### src/design/rwh_pkg.sv
`default_nettype none

package rwh_pkg;

	localparam int MAX_WINDOW_DEF = 1024;

	localparam int WSIZE_W = 11;
	localparam int PRIME_W = 31;
	localparam int BASE_W  = 33;
	localparam int BPOW_W  = 31;
	localparam int BYTE_W  = 8;
	localparam int HASH_W  = 31;
	localparam int CFG_IDX_W  = 3;
	localparam int CFG_DATA_W = 33;

	localparam logic [CFG_IDX_W-1:0] REG_WINDOW_SIZE   = 3'd0;
	localparam logic [CFG_IDX_W-1:0] REG_MODULUS_PRIME = 3'd1;
	localparam logic [CFG_IDX_W-1:0] REG_BASE          = 3'd2;
	localparam logic [CFG_IDX_W-1:0] REG_BASE_POWER    = 3'd3;

	localparam logic [WSIZE_W-1:0] RST_WINDOW_SIZE   = 11'd1;
	localparam logic [PRIME_W-1:0] RST_MODULUS_PRIME = 31'd1999999973;
	localparam logic [BASE_W-1:0]  RST_BASE          = 33'd256;
	localparam logic [BPOW_W-1:0]  RST_BASE_POWER    = 31'd1;

	// Reducer works on a 64-bit dividend, two bits per step, from the top.
	localparam int RED_W     = 64;
	localparam int RED_CNT_W = 5;
	localparam logic [RED_CNT_W-1:0] STEPS_BASE = 5'd17;
	localparam logic [RED_CNT_W-1:0] STEPS_REM  = 5'd20;
	localparam logic [RED_CNT_W-1:0] STEPS_FIN  = 5'd31;

	typedef struct packed {
		logic                 start;
		logic [RED_W-1:0]     dividend;
		logic [RED_CNT_W-1:0] steps;
		logic [PRIME_W-1:0]   modulus;
	} red_req_t;

	typedef struct packed {
		logic               busy;
		logic               done;
		logic [PRIME_W-1:0] rem;
	} red_rsp_t;

endpackage

`default_nettype wire

### src/design/rwh_modred.sv
`default_nettype none

module rwh_modred (
	input  wire logic              clk,
	input  wire logic              arst_n,
	input  wire rwh_pkg::red_req_t req,
	output rwh_pkg::red_rsp_t      rsp
);

	import rwh_pkg::*;

	logic [RED_W-1:0]     sh_q;
	logic [PRIME_W-1:0]   r_q;
	logic [PRIME_W-1:0]   p_q;
	logic [RED_CNT_W-1:0] cnt_q;
	logic                 busy_q;
	logic                 done_q;

	logic [PRIME_W:0] t1, t1m, t2, t2m, pw;

	// Two restoring steps: the remainder stays below p, so 2r+bit stays below 2p.
	always_comb begin
		pw  = {1'b0, p_q};
		t1  = {r_q, sh_q[RED_W-1]};
		t1m = (t1 >= pw) ? t1 - pw : t1;
		t2  = {t1m[PRIME_W-1:0], sh_q[RED_W-2]};
		t2m = (t2 >= pw) ? t2 - pw : t2;
	end

	always_ff @(posedge clk or negedge arst_n) begin
		if (!arst_n) begin
			busy_q <= 1'b0;
			done_q <= 1'b0;
			cnt_q  <= '0;
		end else if (req.start) begin
			busy_q <= 1'b1;
			done_q <= 1'b0;
			cnt_q  <= req.steps;
		end else if (busy_q) begin
			cnt_q <= cnt_q - RED_CNT_W'(1);
			if (cnt_q == RED_CNT_W'(1)) begin
				busy_q <= 1'b0;
				done_q <= 1'b1;
			end
		end else begin
			done_q <= 1'b0;
		end
	end

	always_ff @(posedge clk) begin
		if (req.start) begin
			sh_q <= req.dividend;
			r_q  <= '0;
			p_q  <= req.modulus;
		end else if (busy_q) begin
			sh_q <= {sh_q[RED_W-3:0], 2'b00};
			r_q  <= t2m[PRIME_W-1:0];
		end
	end

	assign rsp.busy = busy_q;
	assign rsp.done = done_q;
	assign rsp.rem  = r_q;

endmodule

`default_nettype wire

### config.mk
export PLATFORM = sky130hd
export DESIGN_NAME = rwh_modred
export DESIGN_NICKNAME = d
export VERILOG_FILES = /design/src/design/rwh_pkg.sv /design/src/design/rwh_modred.sv
export SDC_FILE = /design/constraint.sdc
export NUM_CORES = 1
export LEC_CHECK = 0
export ABC_AREA = 1
export ABC_CLOCK_PERIOD_IN_PS = 3850
export BUFFER_PORTS_ARGS = -buffer_cell sky130_fd_sc_hd__clkbuf_2
export CORE_ASPECT_RATIO = 1.4
export CORE_MARGIN = 5
export CORE_UTILIZATION = 34
export CTS_CLUSTER_SIZE = 12
export DETAILED_ROUTE_END_ITERATION = 10
export GPL_TIMING_DRIVEN = 1
export PLACE_DENSITY = 0.62
export SYNTH_ARGS = -nofsm -noshare
export SYNTH_HDL_FRONTEND = slang
export SYNTH_SLANG_ARGS = --single-unit
### constraint.sdc
create_clock -name clk -period 3.85 [get_ports clk]
set_clock_uncertainty 0.15 [all_clocks]
set_input_delay 0.385 -clock clk [delete_from_list [all_inputs] [get_ports clk]]
set_output_delay 0.385 -clock clk [all_outputs]
set_load 0.03 [all_outputs]
==> flow_metrics.env <==
export IMPL_clock_sinks=133
export IMPL_async_flop_share_pct=5.263
export IMPL_grt_pass1_wl_um=61690
export IMPL_cts_clk_slew_worst_paths_ns=0.06
export IMPL_start_util_pct=34.54
export IMPL_drc_errors=0
export IMPL_crit_required_ns=4.07
export IMPL_nets=2285
export IMPL_synth_top_area_share_pct=26.73
export IMPL_yosys_warnings=0
export IMPL_antenna_found_initial=0
export IMPL_worst_slew_pin_slew_ns=1.154
export IMPL_synthCells=1616
export IMPL_hold_path_depth=1
export IMPL_grt_pass1_vias=12360
export IMPL_coreArea_um2=30900
export IMPL_min_period_ns=4.171
export IMPL_ys_flop_type="edfxtp_1"
export IMPL_wl_per_cell_um=15.64
export IMPL_hold_violations=0
export IMPL_viasPerCell=4.787
export IMPL_min_path_type="primary input to register"
export IMPL_worstSetupPathType="register to register"
export IMPL_worstPathArrival_ns=4.39
export IMPL_powerDensity_nw_per_um2=1087
export IMPL_slew_limit_headroom_pct=22.98
export IMPL_num_vias=12050
export IMPL_post_route_cell_area_um2=16580
export IMPL_clock_latency_ns=0.43
export IMPL_seq_power_share_pct=11.2
export IMPL_pin_count=136
export IMPL_critPathLaunchType="register"
export IMPL_nFillCells=2902
export IMPL_hold_worst_slack_ns=0.01826
export IMPL_power_switching_mw=8.358
export IMPL_rsz0062_at_grt="yes"
export IMPL_syn_avg_cell_area_um2=6.605
export IMPL_layout_drive_gt1_share_pct=37.14
export IMPL_p_int_mw=9.654
export IMPL_dp_hpwl_um=30750
export IMPL_syn_num_nets=1785
export IMPL_diodes=0
export IMPL_fin_util_pct=53.64
export IMPL_comb_power_share_pct=80.3
export IMPL_grt_overflow_total=0
export IMPL_synth_edf_count=95
export IMPL_ys_ff_latch=133
export IMPL_max_clock_freq_mhz=239.8
export IMPL_io_buffer_count=135
export IMPL_ys_types=44
export IMPL_place_area_um2=14130
export IMPL_total_power_mw=18.01
export IMPL_max_stage_delay_ns=0.39
export IMPL_numCtsBuffers=17
export IMPL_cp_slowest_cell="edfxtp_1"
export IMPL_drv_slew=0
export IMPL_peakVddDrop_mv=0.4334
export IMPL_dr_pass1_iters=5
export IMPL_place_ws_ns=-0.5390
export IMPL_clockPowerShare_pct=8.5
export IMPL_wirelength_um=39370
export IMPL_seq_area_frac_synth_pct=34.18
export IMPL_grt_usage_pct=22.12
export IMPL_gp_congestion=0.9518
export IMPL_postRouteAntennaNets=0
export IMPL_ff2ff_path_depth=33
export IMPL_area_growth_syn_to_layout_pct=55.30
export IMPL_grt_start_max_net_pins=89
export IMPL_p_leak_nw=8.750
export IMPL_timing_final_crit_share_pct=108.3
export IMPL_die_height_um=219.6
export IMPL_crit_path_end_kind="register"
export IMPL_cap_violations=0
export IMPL_cp_max_fo=6
export IMPL_htreeDepth=4
export IMPL_cts_max_path_buffers=2
export IMPL_timing_final_ws_setup_ns=-0.3206
export IMPL_synthTopCellsByArea="edfxtp_1, nand2_1, inv_1"
export IMPL_status="finished, violations left"
export IMPL_violations="negative setup slack"
export IMPL_switching_share_pct=46.40
export IMPL_critPathMostFrequentCell="nand2_1"
export IMPL_die_area_um2=35090
export IMPL_rows=76
export IMPL_synth_area_um2=10670
export IMPL_die_w_um=159.7
export IMPL_cts_root_buf="clkbuf_16"
export IMPL_drt_iter0_markers=614
export IMPL_cts_tree="done"
export IMPL_yosysTopAreaCell="edfxtp_1"
export IMPL_finalSetupViolations=31
-- timing repair --
| action | in CTS | in global routing |
|---|---|---|
| setup buffers | 31 | 6 |
| gates cloned | 4 | 2 |
| pin swaps | 46 | 60 |
| setup endpoints to repair | 31 | 31 |
| hold buffers | 28 | 0 |
| hold endpoints to repair | 34 | 0 |
| gates resized for setup | 154 | 144 |
-- synthesized netlist by cell type, drive strengths merged (15+ instances only) --
| cell | n |
|---|---|
| a21oi | 47 |
| nand2 | 699 |
| o21ai | 15 |
| edfxtp | 95 |
| dfxtp | 31 |
| ha | 64 |
| nor2 | 92 |
| xnor2 | 30 |
| clkbuf | 24 |
| inv | 268 |
| buf | 19 |
| nand3 | 85 |
| nand4 | 73 |
-- layout by cell type, fill, tap and decap left out, types with 28 or more instances in the layout --
cell type	Yosys	layout
dlygate4sd3_1	0	28
nand3_1	81	71
clkbuf_2	0	134
dfxtp_1	31	31
nand4_1	73	73
buf_4	6	338
a21oi_1	46	30
edfxtp_1	95	95
nor2_1	85	59
inv_2	1	39
ha_4	0	35
ha_1	64	28
inv_1	267	228
nand2_1	697	592
nand2_2	2	91
-- final timing paths --
kind	startpoint	endpoint	slack, ns
worst max-delay path	sh_q[63]$_DFFE_PP_	r_q[11]$_SDFFE_PP0P_	-0.32
worst min register to register	sh_q[6]$_DFFE_PP_	sh_q[8]$_DFFE_PP_	0.36
worst min-delay path	req[23]	p_q[23]$_DFFE_PP_	0.02
worst max register to register	sh_q[63]$_DFFE_PP_	r_q[11]$_SDFFE_PP0P_	-0.32
max in group asynchronous	arst_n	cnt_q[2]$_DFFE_PN0P_	3.18
min in group asynchronous	arst_n	cnt_q[4]$_DFFE_PN0P_	0.20
-- power by group through the flow --
stage | Clock [mW] | Sequential (mW) | Combinational [mW]
2_1_floorplan | 0 | 2.30 | 6.07
3_3_place_gp | 0 | 2.01 | 11.2
3_5_place_dp | 0 | 2.01 | 11.2
4_1_cts | 1.57 | 2.00 | 13.0
5_1_grt | 1.62 | 2.04 | 15.7
6_report | 1.54 | 2.01 | 14.5
-- cells by family after synthesis --
kind of cell / synth area share [%]
compound gates: 5.029
buf+inv: 11.31
xor+xnor: 3.446
fa+ha+maj: 7.877
flops: 34.18
simple gates: 38.16
-- metrics by stage --
stage | cells | setup TNS (ns)
final | 2517 | -8.786
after global routing | 2517 | -13.38
after CTS | 2510 | -5.489
after detailed placement | 2419 | -15.50
after global placement | 2419 | -12.53
after floorplan | 1616 | 0
-- per-layer routing --
layer / vias to the layer above / share of wire (%) / GRT usage, %
met5: - / 0 / 0
met4: 0 / 5.7 / 13.02
met3: 110 / 4.0 / 2.582
met2: 317 / 51 / 41.09
met1: 5518 / 39 / 24.21
li1: 6104 / - / -
-- registers in the layout (all words and copies together) (netlist names) --
name	count
r_q	31
sh_q	64
busy_q	1
done_q	1
p_q	31
cnt_q	5
-- cell type report --
| type | instances | area [um^2] | area share, % |
|---|---|---|---|
| timing repair buffer | 523 | 3892 | 23.48 |
| sequential | 133 | 3649 | 22.01 |
| clock inverter | 11 | 112.6 | 0.6793 |
| multi-input combinational | 1172 | 6990 | 42.17 |
| tap | 390 | 488.0 | 2.944 |
| inverter | 269 | 1012 | 6.106 |
| clock buffer | 19 | 432.9 | 2.612 |
-- critical path: cells and delay by family (launching register included) --
family	cells	cell delay, ns
simple gates	25	2.21
fa+ha+maj	3	0.71
buf+inv	5	0.65
flops	1	0.39
(Power assumes the default switching activity.)
